===== src/rtl/mdip_pkg.sv =====
`timescale 1ns / 1ps
// ----------------------------------------------------------------------------
// Discrete input poller package
// Shared types, codes, widths and the CRC-16/MODBUS byte update.
// ----------------------------------------------------------------------------
package mdip_pkg;

	localparam int unsigned REPLY_BYTES  = 7;
	localparam int unsigned REQ_BYTES    = 8;
	localparam int unsigned CNT_W        = 3;
	localparam int unsigned CFG_IDX_W    = 2;
	localparam int unsigned CFG_DATA_W   = 16;
	localparam int unsigned HOLD_DEPTH   = 3;

	localparam logic [7:0]  FUNC_READ_DI = 8'd2;
	localparam logic [7:0]  READ_COUNT   = 8'd16;
	localparam logic [15:0] CRC_INIT     = 16'hFFFF;
	localparam logic [15:0] CRC_POLY     = 16'hA001;
	localparam logic [15:0] TICK_MAX     = 16'hFFFF;

	localparam logic [CNT_W-1:0] CRC_STOP   = CNT_W'(REPLY_BYTES - 2);
	localparam logic [CNT_W-1:0] REPLY_LAST = CNT_W'(REPLY_BYTES - 1);
	localparam logic [CNT_W-1:0] HOLD_FIRST = 3'd3;
	localparam logic [CNT_W-1:0] HOLD_END   = 3'd5;
	localparam logic [CNT_W-1:0] REQ_CRC_LO = 3'd6;
	localparam logic [CNT_W-1:0] REQ_CRC_HI = 3'd7;

	localparam logic [CFG_IDX_W-1:0] REG_SLAVE_ADDR   = 2'd0;
	localparam logic [CFG_IDX_W-1:0] REG_MIN_INTERVAL = 2'd1;

	typedef enum logic [1:0] {
		CMD_TICK = 2'd0,
		CMD_POLL = 2'd1,
		CMD_BYTE = 2'd2,
		CMD_FAIL = 2'd3
	} cmd_t;

	typedef enum logic [1:0] {
		ST_OK       = 2'd0,
		ST_NO_REPLY = 2'd1,
		ST_CRC_BAD  = 2'd2,
		ST_TOO_SOON = 2'd3
	} status_t;

	typedef enum logic {
		KIND_TX      = 1'b0,
		KIND_OUTCOME = 1'b1
	} kind_t;

	typedef struct packed {
		kind_t       kind;
		logic [7:0]  tx_data;
		logic        last;
		logic [15:0] input_bits;
		status_t     status;
	} res_t;

	function automatic logic [15:0] crc_byte(input logic [15:0] crc, input logic [7:0] b);
		logic [15:0] c;
		c = crc ^ {8'h00, b};
		for (int i = 0; i < 8; i++) begin
			if (c[0]) begin
				c = (c >> 1) ^ CRC_POLY;
			end else begin
				c = c >> 1;
			end
		end
		return c;
	endfunction

	// Fixed request bytes after the address; CRC bytes are handled apart.
	function automatic logic [7:0] req_const(input logic [CNT_W-1:0] idx);
		logic [7:0] b;
		case (idx)
			3'd1:    b = FUNC_READ_DI;
			3'd5:    b = READ_COUNT;
			default: b = 8'h00;
		endcase
		return b;
	endfunction

endpackage


===== src/rtl/mdip_if.sv =====
`timescale 1ns / 1ps
// ----------------------------------------------------------------------------
// Discrete input poller channels
// Command item channel, result item channel and register write channel.
// ----------------------------------------------------------------------------
interface mdip_item_if;
	logic       valid;
	logic       ready;
	logic [1:0] cmd;
	logic [7:0] rx_data;
	modport source (output valid, cmd, rx_data, input ready);
	modport sink   (input valid, cmd, rx_data, output ready);
endinterface

interface mdip_result_if;
	logic        valid;
	logic        ready;
	logic        kind;
	logic [7:0]  tx_data;
	logic        last;
	logic [15:0] input_bits;
	logic [1:0]  status;
	modport source (output valid, kind, tx_data, last, input_bits, status, input ready);
	modport sink   (input valid, kind, tx_data, last, input_bits, status, output ready);
endinterface

interface mdip_cfg_if;
	logic        valid;
	logic        ready;
	logic [1:0]  index;
	logic [15:0] data;
	modport source (output valid, index, data, input ready);
	modport sink   (input valid, index, data, output ready);
endinterface


===== src/rtl/modbus_discrete_input_poller.sv =====
`timescale 1ns / 1ps
// ----------------------------------------------------------------------------
// Modbus discrete input poller
// Modbus RTU master that reads sixteen discrete inputs (function 2) from
// one station, paced by tick items, and reports the input bits or a fault.
// ----------------------------------------------------------------------------
//
//  Channel   Role    Payload                                    Moves
//  --------  ------  -----------------------------------------  ----------------
//  items     sink    cmd, rx_data                               tick/poll/byte/fail
//  results   source  kind, tx_data, last, input_bits, status    request byte/outcome
//  cfg       sink    index, data                                register write
//
// A tick, a reply byte or a failure item is taken in a single handshake; items
// that give no result are taken in every cycle the result buffer has room. A
// poll that goes ahead produces eight request bytes, one per cycle unless the
// buffer is full; the command channel holds ready low after the poll item
// while the request sequencer walks the remaining bytes with its running CRC.
// Results pass through an output register with one skid entry, so a stalled
// result consumer costs at most one further accepted item before ready drops.
// Reset clears the counters, the pending-reply flag and the registers to
// station address 1 and a minimum interval of zero; no clearing pass is needed.
//
// Behavior notes:
//   The elapsed tick counter saturates at its top value and restarts only
//   after a reply whose CRC matches.
//   A poll always drops any reply still pending, without an outcome.
//   Reply bytes and failure items that arrive with no reply pending are
//   taken and produce nothing.
//   The reply CRC covers the first five reply bytes; the address and
//   function bytes are not checked otherwise.
// ----------------------------------------------------------------------------
module modbus_discrete_input_poller import mdip_pkg::*; (
	input  logic          clk,
	input  logic          arst_n,
	mdip_item_if.sink     items,
	mdip_result_if.source results,
	mdip_cfg_if.sink      cfg
);

	logic res_valid;
	logic res_ready;
	res_t res;
	res_t out_data;

	// Command decode, request sequencing and reply checking.
	mdip_ctrl u_ctrl (
		.clk       (clk),
		.arst_n    (arst_n),
		.items     (items),
		.cfg       (cfg),
		.res_valid (res_valid),
		.res_ready (res_ready),
		.res       (res)
	);

	// Result register with skid entry toward the result consumer.
	mdip_skid u_skid (
		.clk        (clk),
		.arst_n     (arst_n),
		.up_valid   (res_valid),
		.up_ready   (res_ready),
		.up_data    (res),
		.down_valid (results.valid),
		.down_ready (results.ready),
		.down_data  (out_data)
	);

	assign results.kind       = out_data.kind;
	assign results.tx_data    = out_data.tx_data;
	assign results.last       = out_data.last;
	assign results.input_bits = out_data.input_bits;
	assign results.status     = out_data.status;

endmodule


===== src/rtl/mdip_skid.sv =====
`timescale 1ns / 1ps
// ----------------------------------------------------------------------------
// Discrete input poller result buffer
// Output register with one skid entry, so upstream ready never depends on
// the downstream ready of the same cycle.
// ----------------------------------------------------------------------------
module mdip_skid import mdip_pkg::*; (
	input  logic clk,
	input  logic arst_n,
	input  logic up_valid,
	output logic up_ready,
	input  res_t up_data,
	output logic down_valid,
	input  logic down_ready,
	output res_t down_data
);

	logic out_valid_q;
	res_t out_data_q;
	logic skid_valid_q;
	res_t skid_data_q;

	assign up_ready   = !skid_valid_q;
	assign down_valid = out_valid_q;
	assign down_data  = out_data_q;

	always_ff @(posedge clk or negedge arst_n) begin
		if (!arst_n) begin
			out_valid_q  <= 1'b0;
			skid_valid_q <= 1'b0;
		end else if (!out_valid_q || down_ready) begin
			if (skid_valid_q) begin
				out_valid_q  <= 1'b1;
				skid_valid_q <= 1'b0;
			end else begin
				out_valid_q <= up_valid;
			end
		end else if (up_valid && up_ready) begin
			skid_valid_q <= 1'b1;
		end
	end

	always_ff @(posedge clk) begin
		if (!out_valid_q || down_ready) begin
			out_data_q <= skid_valid_q ? skid_data_q : up_data;
		end else if (up_valid && up_ready) begin
			skid_data_q <= up_data;
		end
	end

endmodule


===== src/rtl/mdip_ctrl.sv =====
`timescale 1ns / 1ps
// ----------------------------------------------------------------------------
// Discrete input poller control
// Tick counter, request sequencer with running CRC, reply collection and
// reply CRC check.
// ----------------------------------------------------------------------------
module mdip_ctrl import mdip_pkg::*; (
	input  logic        clk,
	input  logic        arst_n,
	mdip_item_if.sink   items,
	mdip_cfg_if.sink    cfg,
	output logic        res_valid,
	input  logic        res_ready,
	output res_t        res
);

	logic [7:0]       slave_addr_q;
	logic [15:0]      min_interval_q;
	logic [15:0]      elapsed_q;
	logic             awaiting_q;
	logic [CNT_W-1:0] rcount_q;
	logic [15:0]      rcrc_q;
	logic [7:0]       hold_q [HOLD_DEPTH];
	logic             tx_active_q;
	logic [CNT_W-1:0] tx_idx_q;
	logic [15:0]      tx_crc_q;

	logic        item_ready;
	logic        acc;
	cmd_t        cmd;
	logic        too_soon;
	logic [1:0]  hold_idx;
	logic [7:0]  tx_byte;
	logic        reply_done;
	logic        reply_crc_ok;

	assign item_ready  = !tx_active_q && res_ready;
	assign items.ready = item_ready;
	assign acc         = items.valid && item_ready;
	assign cmd         = cmd_t'(items.cmd);
	assign too_soon    = elapsed_q < min_interval_q;
	assign hold_idx    = rcount_q[1:0] - 2'd3;
	assign reply_done  = awaiting_q && (rcount_q == REPLY_LAST);
	assign reply_crc_ok = ({items.rx_data, hold_q[2]} == rcrc_q);
	assign cfg.ready   = 1'b1;

	always_comb begin
		case (tx_idx_q)
			REQ_CRC_LO: tx_byte = tx_crc_q[7:0];
			REQ_CRC_HI: tx_byte = tx_crc_q[15:8];
			default:    tx_byte = req_const(tx_idx_q);
		endcase
	end

	always_comb begin
		res_valid = 1'b0;
		res       = '0;
		if (tx_active_q) begin
			res_valid   = res_ready;
			res.kind    = KIND_TX;
			res.tx_data = tx_byte;
			res.last    = (tx_idx_q == REQ_CRC_HI);
		end else if (acc) begin
			case (cmd)
				CMD_POLL: begin
					res_valid = 1'b1;
					if (too_soon) begin
						res.kind   = KIND_OUTCOME;
						res.last   = 1'b1;
						res.status = ST_TOO_SOON;
					end else begin
						res.kind    = KIND_TX;
						res.tx_data = slave_addr_q;
					end
				end
				CMD_FAIL: begin
					res_valid  = awaiting_q;
					res.kind   = KIND_OUTCOME;
					res.last   = 1'b1;
					res.status = ST_NO_REPLY;
				end
				CMD_BYTE: begin
					res_valid = reply_done;
					res.kind  = KIND_OUTCOME;
					res.last  = 1'b1;
					if (reply_crc_ok) begin
						res.input_bits = {hold_q[1], hold_q[0]};
						res.status     = ST_OK;
					end else begin
						res.status = ST_CRC_BAD;
					end
				end
				default: res_valid = 1'b0;
			endcase
		end
	end

	always_ff @(posedge clk or negedge arst_n) begin
		if (!arst_n) begin
			slave_addr_q   <= 8'd1;
			min_interval_q <= 16'd0;
		end else if (cfg.valid) begin
			case (cfg.index)
				REG_SLAVE_ADDR:   slave_addr_q   <= cfg.data[7:0];
				REG_MIN_INTERVAL: min_interval_q <= cfg.data;
				default:          ;
			endcase
		end
	end

	always_ff @(posedge clk or negedge arst_n) begin
		if (!arst_n) begin
			elapsed_q   <= '0;
			awaiting_q  <= 1'b0;
			rcount_q    <= '0;
			rcrc_q      <= CRC_INIT;
			tx_active_q <= 1'b0;
			tx_idx_q    <= '0;
			tx_crc_q    <= CRC_INIT;
		end else if (tx_active_q) begin
			if (res_ready) begin
				tx_idx_q <= tx_idx_q + 3'd1;
				if (tx_idx_q < REQ_CRC_LO) begin
					tx_crc_q <= crc_byte(tx_crc_q, tx_byte);
				end
				if (tx_idx_q == REQ_CRC_HI) begin
					tx_active_q <= 1'b0;
				end
			end
		end else if (acc) begin
			case (cmd)
				CMD_TICK: begin
					if (elapsed_q != TICK_MAX) begin
						elapsed_q <= elapsed_q + 16'd1;
					end
				end
				CMD_POLL: begin
					awaiting_q <= 1'b0;
					if (!too_soon) begin
						awaiting_q  <= 1'b1;
						rcount_q    <= '0;
						rcrc_q      <= CRC_INIT;
						tx_active_q <= 1'b1;
						tx_idx_q    <= 3'd1;
						tx_crc_q    <= crc_byte(CRC_INIT, slave_addr_q);
					end
				end
				CMD_FAIL: begin
					awaiting_q <= 1'b0;
				end
				CMD_BYTE: begin
					if (awaiting_q) begin
						if (rcount_q < CRC_STOP) begin
							rcrc_q <= crc_byte(rcrc_q, items.rx_data);
						end
						if (reply_done) begin
							awaiting_q <= 1'b0;
							rcount_q   <= '0;
							if (reply_crc_ok) begin
								elapsed_q <= '0;
							end
						end else begin
							rcount_q <= rcount_q + 3'd1;
						end
					end
				end
				default: ;
			endcase
		end
	end

	// Reply byte store: bytes three to five of the reply.
	always_ff @(posedge clk) begin
		if (acc && cmd == CMD_BYTE && awaiting_q &&
		    rcount_q >= HOLD_FIRST && rcount_q <= HOLD_END) begin
			hold_q[hold_idx] <= items.rx_data;
		end
	end

	// While a request burst runs, a reply is always pending.
	a_burst_awaits: assert property (@(posedge clk) disable iff (!arst_n)
		tx_active_q |-> awaiting_q)
		else $error("request burst without pending reply");

	// No command is taken while request bytes are still going out.
	a_no_take_in_burst: assert property (@(posedge clk) disable iff (!arst_n)
		tx_active_q |-> !items.ready)
		else $error("command taken during request burst");

	// An accepted poll that is not too soon starts a burst at byte one.
	a_poll_starts: assert property (@(posedge clk) disable iff (!arst_n)
		(acc && cmd == CMD_POLL && !too_soon) |=> (tx_active_q && tx_idx_q == 3'd1))
		else $error("poll did not start request burst");

	// The reply counter never runs past the last reply byte.
	a_count_range: assert property (@(posedge clk) disable iff (!arst_n)
		rcount_q <= REPLY_LAST)
		else $error("reply counter out of range");

endmodule


===== src/flat_wrapper.sv =====
// flat-port wrapper written by rule: the top's interface ports become plain ports
module modbus_discrete_input_poller_flat import mdip_pkg::*;
  (clk, arst_n, items_valid, items_cmd, items_rx_data, items_ready, results_valid, results_kind, results_tx_data, results_last, results_input_bits, results_status, results_ready, cfg_valid, cfg_index, cfg_data, cfg_ready);
  mdip_item_if items_i ();
  mdip_result_if results_i ();
  mdip_cfg_if cfg_i ();
  input  logic clk;
  input  logic arst_n;
  input wire logic [$bits(items_i.valid)-1:0] items_valid;
  input wire logic [$bits(items_i.cmd)-1:0] items_cmd;
  input wire logic [$bits(items_i.rx_data)-1:0] items_rx_data;
  output wire logic [$bits(items_i.ready)-1:0] items_ready;
  output wire logic [$bits(results_i.valid)-1:0] results_valid;
  output wire logic [$bits(results_i.kind)-1:0] results_kind;
  output wire logic [$bits(results_i.tx_data)-1:0] results_tx_data;
  output wire logic [$bits(results_i.last)-1:0] results_last;
  output wire logic [$bits(results_i.input_bits)-1:0] results_input_bits;
  output wire logic [$bits(results_i.status)-1:0] results_status;
  input wire logic [$bits(results_i.ready)-1:0] results_ready;
  input wire logic [$bits(cfg_i.valid)-1:0] cfg_valid;
  input wire logic [$bits(cfg_i.index)-1:0] cfg_index;
  input wire logic [$bits(cfg_i.data)-1:0] cfg_data;
  output wire logic [$bits(cfg_i.ready)-1:0] cfg_ready;
  assign items_i.valid = items_valid;
  assign items_i.cmd = items_cmd;
  assign items_i.rx_data = items_rx_data;
  assign items_ready = items_i.ready;
  assign results_valid = results_i.valid;
  assign results_kind = results_i.kind;
  assign results_tx_data = results_i.tx_data;
  assign results_last = results_i.last;
  assign results_input_bits = results_i.input_bits;
  assign results_status = results_i.status;
  assign results_i.ready = results_ready;
  assign cfg_i.valid = cfg_valid;
  assign cfg_i.index = cfg_index;
  assign cfg_i.data = cfg_data;
  assign cfg_ready = cfg_i.ready;
  modbus_discrete_input_poller u_core (.clk(clk), .arst_n(arst_n), .items(items_i), .results(results_i), .cfg(cfg_i));
endmodule

===== config.mk =====
export PLATFORM = sky130hd
export DESIGN_NAME = modbus_discrete_input_poller_flat
export DESIGN_NICKNAME = d
export VERILOG_FILES = /design/src/rtl/mdip_pkg.sv /design/src/rtl/mdip_if.sv /design/src/rtl/modbus_discrete_input_poller.sv /design/src/rtl/mdip_skid.sv /design/src/rtl/mdip_ctrl.sv /design/src/flat_wrapper.sv
export SDC_FILE = /design/constraint.sdc
export NUM_CORES = 1
export LEC_CHECK = 0
export CORE_MARGIN = 10
export CORE_UTILIZATION = 30
export DETAILED_ROUTE_END_ITERATION = 6
export DONT_BUFFER_PORTS = 1
export PLACE_DENSITY = 0.4
export SLEW_MARGIN = 20
export SYNTH_ARGS = -nofsm -noshare
export SYNTH_HDL_FRONTEND = slang
export SYNTH_SLANG_ARGS = --single-unit

===== constraint.sdc =====
create_clock -name clk -period 6.4 [get_ports clk]
set_input_delay 0.32 -clock clk [delete_from_list [all_inputs] [get_ports clk]]
set_output_delay 0.32 -clock clk [all_outputs]
set_load 0.02 [all_outputs]

======== Yosys cells after proc, flatten, opt, wreduce, memory -nomap -nowiden ========
Memories as Yosys holds them, arrays and structs flattened.
Cells that the tools add are included.
operators by class
  $add $sub $neg .......................... 4
  equal/unequal tests ..................... 20
  reduce and logical (&&, ||, !) cells .... 30
  $lt $le $gt $ge ......................... 5
  bitwise operators ....................... 29
  muxes and demuxes ....................... 164
operators with widths
  kind                   number
  $mux 16                123
  $not 2->3              24
  $pmux 16 s2            2
  $mux 28                2
  $xor 16x8->16          2
  $mux 3                 8
  $mux 18                1
  $add 16x1->16 const B  1
  $eq 16x16->1           1
  $lt 16x16->1           1
  $mux 1                 16
  $mux 8                 2
  $ne 16x16->1 const B   1
  $ne 2x2->1 const B     8
  $not 8->16             1
  $pmux 8 s2             1
  $eq 3x3->1 const B     4
  $mux 10                1
  $pmux 5 s2             1
  $reduce_and 5->1       2
  $reduce_bool 2->1      5
  $logic_and 1x1->1      8
  $reduce_and 7->1       1
  $add 3x1->3 const B    2
  23 further kinds       34
word-level totals
  input bits .............................. 33
  register bits after elaboration ......... 138
  memory bits (writable) .................. 24
  memories kept ........................... 1
memory list
  name                  depth  bits a word  rd ports  clocked after memory_dff  wr ports  RTL line         text
  u_core.u_ctrl.hold_q  3      8            3         0                         1         mdip_ctrl.sv:23  logic [7:0] hold_q [HOLD_DEPTH];

======== Logic depth before layout (Yosys ltp) ========
Gate-level depths: netlist of run 1.
  depth in word-level cells ............... 55
  gate-level depth with buffers ........... 11
  depth with buffers taken out ............ 9

======== Modules after synthesis ========
A second synthesis of run 1 with hierarchy kept.
second synthesis, totals
  cells, all modules ...................... 714
  area total of the unflattened synthesis .. 8330.5 µm²
by module, submodules not included
  module     times used  area an instance (µm²)  cells each  sequential area each (µm²)
  mdip_ctrl  1           6221.0                  619         2763.9
  mdip_skid  1           2109.5                  95          1731.7

======== Worst setup path before layout of run 1 ========
No wires, ideal clock.
  path kind ............................... reg2reg
  start point ............................. register u_core.u_skid.out_valid_q, in the netlist u_core.u_skid.down_valid
  end point ............................... register u_core.u_skid.skid_data_q[0] in the netlist's numbering, enable pin
  period minus slack after synthesis ...... 3672 ps
  cell stages (with the launch flop) ...... 3
  setup time .............................. 448 ps
  arrival time ............................ 3224 ps
  data required time ...................... 5952 ps
  setup slack ............................. 2728 ps
  path through ............................ dfrtp_1 > nand2b_1 > nor3_1
between the ends
  word-level cells in the longest chain between the ends .. 4
ends and longest elaborated chain
  what                               RTL line         text
  from (decl)                        mdip_skid.sv:18  logic out_valid_q;
  from (signal assigned)             mdip_skid.sv:36  out_valid_q <= up_valid;
  $logic_not 1->1                    mdip_skid.sv:44  if (!out_valid_q || down_ready) begin
  $logic_or 1x1->1                   mdip_skid.sv:44
  $not 1->1 (no source line)         --
  $reduce_and 2->1 (no source line)  --
  to (signal assigned)               mdip_skid.sv:47  skid_data_q <= up_data;
  to (decl)                          mdip_skid.sv:21  res_t skid_data_q;
No other way between the ends.
A chain may end at the register's enable or synchronous reset.

======== Worst setup path in the final report of run 1 ========
  start point ............................. register u_core.u_ctrl.tx_idx_q[1]
  end point ............................... register u_core.u_ctrl.tx_crc_q[0]
between the ends
  word-level cells in the longest chain between the ends .. 37
  elaborated cells on any way between the ends .. 49
  those cells by class .................... order compare (1); eq/ne (5); mux (34); bitwise (8); reduce/logical (1)
ends and longest elaborated chain
  what                                             RTL line                            text
  from (decl)                                      mdip_ctrl.sv:25                     logic [CNT_W-1:0] tx_idx_q;
  from (signal assigned)                           mdip_ctrl.sv:122                    tx_idx_q <= tx_idx_q + 3'd1;
  $eq 3x3->1 / $eq 3x1->1 (equally long branches)  mdip_pkg.sv:74                      case (idx)
  $pmux 5 s2                                       mdip_pkg.sv:74
  $pmux 8 s2                                       mdip_ctrl.sv:48                     case (tx_idx_q)
  $xor 16x8->16                                    mdip_pkg.sv:60                      c = crc ^ {8'h00, b};
  $mux 16 / $not 2->3 (equally long branches)      --
  $mux 16 (on tied branches)                       mdip_ctrl.sv:123, mdip_pkg.sv:62
  $mux 16 (on tied branches)                       mdip_ctrl.sv:121, mdip_ctrl.sv:123
  $mux 16 (on tied branches)                       mdip_ctrl.sv:120, mdip_ctrl.sv:121
  (+21 left out)                                   --
  $mux 16                                          mdip_pkg.sv:62                      if (c[0]) begin
  $mux 16                                          mdip_ctrl.sv:123                    if (tx_idx_q < REQ_CRC_LO) begin
  $mux 16                                          mdip_ctrl.sv:121                    if (res_ready) begin
  $mux 16                                          mdip_ctrl.sv:120                    end else if (tx_active_q) begin
  $mux 16                                          mdip_pkg.sv:62
  $mux 16                                          mdip_ctrl.sv:123
  $mux 16                                          mdip_ctrl.sv:121
  $mux 16                                          mdip_ctrl.sv:120
  to (signal assigned)                             mdip_ctrl.sv:124                    tx_crc_q <= crc_byte(tx_crc_q, tx_byte);
  to (signal assigned)                             mdip_ctrl.sv:145                    tx_crc_q <= crc_byte(CRC_INIT, slave_addr_q);
  to (decl)                                        mdip_ctrl.sv:26                     logic [15:0] tx_crc_q;
Parallel ways exist; a longest one is shown, timed or not. The select of a mux whose other input is x is not followed.

==> results of run 1 <==
[sequential cells by signal, summed over array words and instances (netlist names)]
name and flops:
u_core.u_ctrl.awaiting_q 1, u_core.u_ctrl.elapsed_q 16, u_core.u_ctrl.hold_q 24, u_core.u_ctrl.min_interval_q 16
u_core.u_ctrl.rcount_q 3, u_core.u_ctrl.rcrc_q 16, u_core.u_ctrl.slave_addr_q 8, u_core.u_ctrl.tx_active_q 1
u_core.u_ctrl.tx_crc_q 16, u_core.u_ctrl.tx_idx_q 3, u_core.u_skid.down_data 28, u_core.u_skid.down_valid 1
u_core.u_skid.skid_data_q 28, u_core.u_skid.skid_valid_q 1
[metrics by stage]
step	util, %	hold slack [ps]
detailed placement	32.0	32.9
CTS	34.6	13.4
global route	34.6	9.06
floorplan	-	24.4
global placement	32.0	34.3
finish	34.6	31.6
[what timing repair did]
item / in CTS / in global routing
resized for setup: 0 / 0
hold buffers: 10 / 0
setup endpoints to repair: 0 / 0
endpoints found under the hold margin: 106 / 0
[synthesized netlist by cell type (all sizes together) (20+ instances only)]
| master | instances |
|---|---|
| a21o | 25 |
| nand2 | 34 |
| xor2 | 33 |
| dfrtp | 49 |
| and2 | 20 |
| a21oi | 29 |
| xnor2 | 24 |
| edfxtp | 80 |
| ha | 25 |
| o21ai | 43 |
| mux2 | 47 |
| dfstp | 33 |
| nor2 | 46 |
| inv | 38 |
[layout make-up]
class,instances,area (sq um)
Timing Repair Buffer,14,148
Multi-Input combinational cell,477,3550
Clock buffer,17,425
Inverter,38,143
Clock inverter,15,161
Fill cell,2718,17700
Sequential cell,162,4500
Tap cell,372,465
[worst max-delay path by stage]
stage / end / slack, ps / startpoint
after CTS: u_core.u_ctrl.tx_crc_q[0] / 3050 / u_core.u_ctrl.tx_idx_q[1]
after global routing: u_core.u_ctrl.tx_crc_q[0] / 2740 / u_core.u_ctrl.tx_idx_q[1]
after detailed placement: u_core.u_ctrl.tx_crc_q[0] / 3090 / u_core.u_ctrl.tx_idx_q[1]
after global placement: u_core.u_ctrl.tx_crc_q[0] / 3170 / u_core.u_ctrl.tx_idx_q[1]
after floorplan: u_core.u_skid.skid_data_q[0] / 2730 / u_core.u_skid.down_valid
final: u_core.u_ctrl.tx_crc_q[0] / 3020 / u_core.u_ctrl.tx_idx_q[1]
[routing by layer]
layer / global-route usage (%) / up-vias / share of wire, % / routed length, microns
met1: 15.3 / 2632 / 48 / 9630
li1: - / 2555 / - / -
met3: 2.96 / 20 / 4.2 / 847
met2: 18.2 / 100 / 47 / 9460
met4: 3.56 / 0 / 1.4 / 290
met5: 0 / - / 0 / 0
[cells by family after synthesis]
| family | share of synthesized area (%) |
|---|---|
| AO/OA/AOI/OAI | 12.8 |
| flip-flops | 54.2 |
| multiplexers | 7.82 |
| XOR/XNOR | 7.46 |
| buffers and inverters | 3.30 |
| AND/OR/NAND/NOR | 10.6 |
| adder cells (fa/ha/maj) | 3.77 |
| other | 0.0452 |
[where the power goes]
group	internal, W	switching (W)	total [W]
Sequential	0.00128	0.000217	0.00150
Combinational	0.000384	0.000441	0.000825
Clock	0.000524	0.000489	0.00101
==> results.ini, run 1 <==
[yosys]
syn_nets = 761
ys_warn_count = 0
synth_top_cell_area_share_pct = 28.9
async_flop_share_pct = 50.6
syn-cell-area_sq_um = 8300
synth-seq-cells = 162
synth-main-ff-cell = edfxtp_1
synth-edff-count = 80
synth.avg_cell_area_sq_um = 11.8
synthCells = 703
yosysTopAreaCell = edfxtp_1
synthTopCellsByArea = edfxtp_1, dfrtp_1, dfstp_2
yosysSeqAreaShare_pct = 54.2
ys_types = 63

[finish]
postLayoutCellArea_sq_um = 9390
nets = 768
area_growth_pct = 13.1
layout-drive-gt1-share_pct = 18.3
antenna_cells = 0
fin_cells = 1095
final_cell_mix = edfxtp_1, dfrtp_1, nor2_1
final_common_cell = edfxtp_1

[global_route]
grt_antenna_before_repair = 0
grt_pass1_wl_microns = 32000
grt_usage_pct = 11.6
grt_max_degree = 83
first_global_vias = 5339
overflow = 0

[worst_setup_path]
start_kind = flop
worstPathArrival_ps = 3730
critPathBufInv = 0
cp_slowest_cell = ha_1
path_max_fanout = 24
max_stage_delay_ps = 700
worstPathCellList = ha_1, ha_1, a21boi_1, nor2b_1, o22ai_2, xor2_1, xnor3_1, o21a_1, o211ai_2
cp-end-kind = flop
r2r_cells = 9
reg2reg_slack_ps = 3020
worstReg2RegStart = u_core.u_ctrl.tx_idx_q[1]
path_depth = 9
crit_required_ps = 6750
critPathKind = flop to flop
crit_top_cell = ha_1
path_delay_family = adder cells
reg2reg_to = u_core.u_ctrl.tx_crc_q[0]

[timing]
period_share_pct = 52.8
fin_skew_ps = 15.0
slew_viol_final = 0
period_minus_slack_ps = 3380
fmax_ghz = 0.296
worst_slack_ps = 3020
fin_setup_tns_ps = 0
hold_viol = 0
relSlewSlack_pct = 27.7
final-setup-viol-count = 0
rsz0062_at_grt = false
worstMarginPinSlew_ps = 1080

[worst_hold_path]
hp-class = primary input to flop
worstHoldPathCells = 1
worstHoldEndpoint = u_core.u_ctrl.min_interval_q[9]
min_from = cfg_data[9]

[placed_design]
dp_hpwl_microns = 13900
place_worst_setup_slack_ps = 3090
postPlaceCellArea_sq_um = 8680
place_congestion = 0.811
numPlacedInstances = 1053
port_buffers = 0

[floorplan]
die_y_microns = 186
ioPinCount = 64
start_util_pct = 30.6
rows = 60
fp.dieArea_sq_um = 34700
fp.dieW_microns = 186
core_area_sq_um = 27100

[outcome]
status = complete, no violations

[detailed_routing]
num_vias = 5307
antenna_left = 0
routed_via_density = 4.85
wl_per_cell_microns = 18.5
dr.pass1.iters = 4
routed_wl_microns = 20200
drc = 0
drtIter0Drc = 226

[clock_network]
cts_root_buffer = clkbuf_16
htree_levels = 4
cts_sinks = 162
worstSkewPairLatency_ps = 430
cts_tree = done
postCtsSetupBuffers = 0
ctsLongestPathBuffers = 2
numCtsBuffers = 17
clk_pin_slew_ps = 80

[power]
p_total_w = 0.00334
p_leak_nw = 3.85
p_per_area_nw_per_um2 = 355
vdd_ir_drop_max_uv = 174

[run]
max-cap-violations = 0

No activity file was read; power rests on OpenSTA's default activity.
==> inputs of run 2 (changes only) <==
--- a/config.mk
+++ b/config.mk
@@ -5,11 +5,12 @@
 export SDC_FILE = /design/constraint.sdc
 export NUM_CORES = 1
 export LEC_CHECK = 0
+export ABC_AREA = 1
 export CORE_MARGIN = 10
 export CORE_UTILIZATION = 30
 export DETAILED_ROUTE_END_ITERATION = 6
 export DONT_BUFFER_PORTS = 1
-export PLACE_DENSITY = 0.4
+export PLACE_DENSITY = 0.41
 export SLEW_MARGIN = 20
 export SYNTH_ARGS = -nofsm -noshare
 export SYNTH_HDL_FRONTEND = slang
==> constraint.sdc (replaced) <==
create_clock -name clk -period 2.8 [get_ports clk]
set_input_delay 0.14 -clock clk [delete_from_list [all_inputs] [get_ports clk]]
set_output_delay 0.14 -clock clk [all_outputs]
set_load 0.02 [all_outputs]
==> results.ini, run 2 <==
[yosys]
synth-edff-count = 80  ; unchanged
yosysTopAreaCell = edfxtp_1  ; unchanged
ys_types = 48  ; was 63
ys_warn_count = 0  ; unchanged
synthCells = 935  ; was 703
synth-main-ff-cell = edfxtp_1  ; unchanged
synth-seq-cells = 162  ; unchanged
synth.avg_cell_area_sq_um = 9.08  ; was 11.8 sq um
synthAdderAreaFrac_pct = 3.68  ; was 3.77%
synthTopCellsByArea = edfxtp_1, dfrtp_1, nand2_1  ; was edfxtp_1, dfrtp_1, dfstp_2
syn-cell-area_sq_um = 8490  ; was 8300 sq um
synthXorXnorAreaFrac_pct = 5.20  ; was 7.46%
async_flop_share_pct = 50.6  ; unchanged
synth_common_cells = nand2_1, inv_1, edfxtp_1  ; was edfxtp_1, dfrtp_1, nor2_1
yosys.area_share.simple_pct = 22.4  ; was 10.6%
synth_top_family_by_area = simple AND/OR/NAND/NOR gates  ; was compound AO/OA/AOI/OAI gates
yosysSeqAreaShare_pct = 52.9  ; was 54.2%
synth-compound-area-share_pct = 9.86  ; was 12.8%
syn_nets = 993  ; was 761
yosysMostFrequentCell = nand2_1  ; was edfxtp_1
muxShareOfSynthArea_pct = 0  ; was 7.82%
synth_top_cell_area_share_pct = 28.3  ; was 28.9%

[timing]
whs_ps = 23.0  ; was 31.6 ps
rsz0062_at_grt = false  ; unchanged
fin_setup_tns_ps = 0  ; unchanged
slew_viol_final = 0  ; unchanged
period_minus_slack_ps = 2570  ; was 3380 ps
worstMarginPinSlew_ps = 546  ; was 1080 ps
fin_skew_ps = 25.7  ; was 15.0 ps
final-setup-viol-count = 0  ; unchanged
fmax_ghz = 0.390  ; was 0.296 GHz
relSlewSlack_pct = 63.4  ; was 27.7%
period_share_pct = 91.6  ; was 52.8%
hold_viol = 0  ; unchanged

[power]
power_frac_seq_pct = 44.0  ; was 44.9%
p_per_area_nw_per_um2 = 724  ; was 355 nW/um^2
p_int_w = 0.00477  ; was 0.00219 W
clkPwrFrac_pct = 33.8  ; was 30.4%
vdd_ir_drop_max_uv = 339  ; was 174 uV
p_leak_nw = 4.17  ; was 3.85 nW
power_frac_comb_pct = 22.2  ; was 24.7%
power.switching_w = 0.00242  ; was 0.00115 W
switching_share_pct = 33.7  ; was 34.4%

[worst_setup_path]
worstPathArrival_ps = 2870  ; was 3730 ps
worstPathCellList = inv_1, ha_1, nand2_1, inv_1, nand2_1, nand2_1, inv_1, nor4_2, nand2_1, buf_4, a32o_1, dlygate4sd3_1  ; was ha_1, ha_1, a21boi_1, nor2b_1, o22ai_2, xor2_1, xnor3_1, o21a_1, o211ai_2
critPathKind = flop to flop  ; unchanged
critPathBufInv = 5  ; was 0
start_kind = flop  ; unchanged
crit_top_cell = nand2_1  ; was ha_1
cp-end-kind = flop  ; unchanged
path_delay_family = buffers and inverters  ; was adder cells
cp_slowest_cell = dlygate4sd3_1  ; was ha_1
reg2reg_slack_ps = 230  ; was 3020 ps
crit_required_ps = 3100  ; was 6750 ps
max_stage_delay_ps = 550  ; was 700 ps
path_max_fanout = 15  ; was 24

[clock_network]
postCtsSetupBuffers = 0  ; unchanged
cts_root_buffer = clkbuf_16  ; unchanged
htree_levels = 4  ; unchanged
cts-resized-gates = 0  ; unchanged
clk_pin_slew_ps = 80  ; about the same
ctsLongestPathBuffers = 2  ; unchanged
worstSkewPairLatency_ps = 440  ; was 430 ps
cts_sinks = 162  ; unchanged
cts_tree = done  ; unchanged
numCtsBuffers = 17  ; unchanged

[global_route]
grt_pass1_wl_microns = 36300  ; was 32000 microns
grt_max_degree = 83  ; unchanged
met1_usage_pct = 17.3  ; was 15.3%
first_global_vias = 6455  ; was 5339
grt_antenna_before_repair = 0  ; unchanged
grt_usage_pct = 12.9  ; was 11.6%
busiest_layer = met2  ; unchanged
gr-usage-met2_pct = 20.2  ; was 18.2%
overflow = 0  ; unchanged
use_met3_pct = 2.77  ; was 2.96%

[detailed_routing]
drtIter0Drc = 435  ; was 226
routed_via_density = 4.60  ; was 4.85
num_vias = 6300  ; was 5307
antenna_left = 0  ; unchanged
drc = 0  ; unchanged
wl_per_cell_microns = 16.2  ; was 18.5 microns
dr.pass1.iters = 4  ; unchanged
routed_wl_microns = 22200  ; was 20200 microns

[floorplan]
die_y_microns = 188  ; was 186 microns
fp.dieArea_sq_um = 35400  ; was 34700 sq um
fp.dieW_microns = 188  ; was 186 microns
rows = 61  ; was 60
start_util_pct = 30.5  ; was 30.6%
core_area_sq_um = 27900  ; was 27100 sq um
ioPinCount = 64  ; unchanged

[run]
max-cap-violations = 0  ; unchanged

[finish]
antenna_cells = 0  ; unchanged
nFillCells = 2909  ; was 2718
nets = 1037  ; was 768
final_cell_mix = nand2_1, inv_1, edfxtp_1  ; was edfxtp_1, dfrtp_1, nor2_1
final_common_cell = nand2_1  ; was edfxtp_1
area_growth_pct = 16.8  ; was 13.1%
layout-drive-gt1-share_pct = 14.4  ; was 18.3%

[worst_hold_path]
hp-class = primary input to flop  ; unchanged

[placed_design]
place_congestion = 0.817  ; was 0.811
port_buffers = 0  ; unchanged
dp_hpwl_microns = 15500  ; was 13900 microns

[outcome]
status = complete, no violations  ; unchanged

==> run 2: cell types whose count changed after synthesis, moves of 20 or more <==
cell and change:
a21o_1 -25, nand2_1 +216, xor2_1 -20, and2_1 -20
nand3_1 +28, mux2_2 -41, o21ai_0 +54, inv_1 +47
==> run 2: power groups by stage <==
stage | combinational [W] | sequential [W] | clock (W)
finish | 0.00159 | 0.00316 | 0.00243
global route | 0.00184 | 0.00321 | 0.00261
global placement | 0.00153 | 0.00322 | 0
CTS | 0.00161 | 0.00317 | 0.00251
detailed placement | 0.00152 | 0.00321 | 0
floorplan | 0.00125 | 0.00312 | 0
==> run 2: worst paths after layout <==
| path | start | to | cells after the start |
|---|---|---|---|
| min | items_rx_data[5] | u_core.u_ctrl.rcrc_q[12] | 4 |
| max in group asynchronous | arst_n | u_core.u_ctrl.tx_crc_q[4] | 2 |
| min reg2reg | u_core.u_ctrl.rcrc_q[10] | u_core.u_ctrl.rcrc_q[10] | 2 |
| max | u_core.u_ctrl.rcount_q[0] | u_core.u_ctrl.elapsed_q[1] | 12 |
| max reg2reg | u_core.u_ctrl.rcount_q[0] | u_core.u_ctrl.elapsed_q[1] | 12 |
| min in group asynchronous | arst_n | u_core.u_ctrl.elapsed_q[10] | 2 |
==> run 2: stage by stage <==
step | utilization [%] | cells | worst slack [ps] | power, W | instance area [sq um]
3_3_place_gp | 32.3 | 1309 | 267 | 0.00475 | 9000
4_1_cts | 35.6 | 1369 | 250 | 0.00729 | 9910
2_1_floorplan | - | 935 | 0.453 | 0.00437 | 8500
6_report | 35.6 | 1370 | 234 | 0.00718 | 9920
3_5_place_dp | 32.3 | 1309 | 278 | 0.00474 | 9000
5_1_grt | 35.6 | 1370 | 77.9 | 0.00766 | 9920
==> run 2: cell type report <==
| cell class | instances | area [sq um] | share of cell area [%] |
|---|---|---|---|
| clock buffers | 17 | 425 | 4.29 |
| clock inverters | 15 | 190 | 1.92 |
| inverters | 89 | 337 | 3.39 |
| multi-input cells | 655 | 3510 | 35.3 |
| flip-flops and latches | 162 | 4500 | 45.3 |
| well taps | 378 | 473 | 4.77 |
| repair buffers | 54 | 497 | 5.01 |
==> run 2: worst register-to-register path, stage by stage, from the launching register on <==
cell	delay [ps]
dfrtp_1	410
inv_1	160
ha_1	170
nand2_1	60
inv_1	70
nand2_1	50
nand2_1	80
inv_1	80
nor4_2	270
nand2_1	130
buf_4	210
a32o_1	210
dlygate4sd3_1	550
==> run 2: logic make-up after synthesis <==
logic type | count (synthesis)
xor+xnor | 47
flops | 162
buf+inv | 118
other cells | 1
simple gates | 426
compound gates | 156
fa+ha+maj | 25
==> run 2: timing repair <==
item | CTS | global route
hold buffers | 28 | 0
setup endpoints to repair | 0 | 0
endpoints found under the hold margin | 132 | 0
==> run 2: layer usage <==
metal	vias to the layer above	share of wire [%]
met3	17	3.6
li1	3197	-
met1	2999	49
met2	87	46
met4	0	1.5
met5	-	0
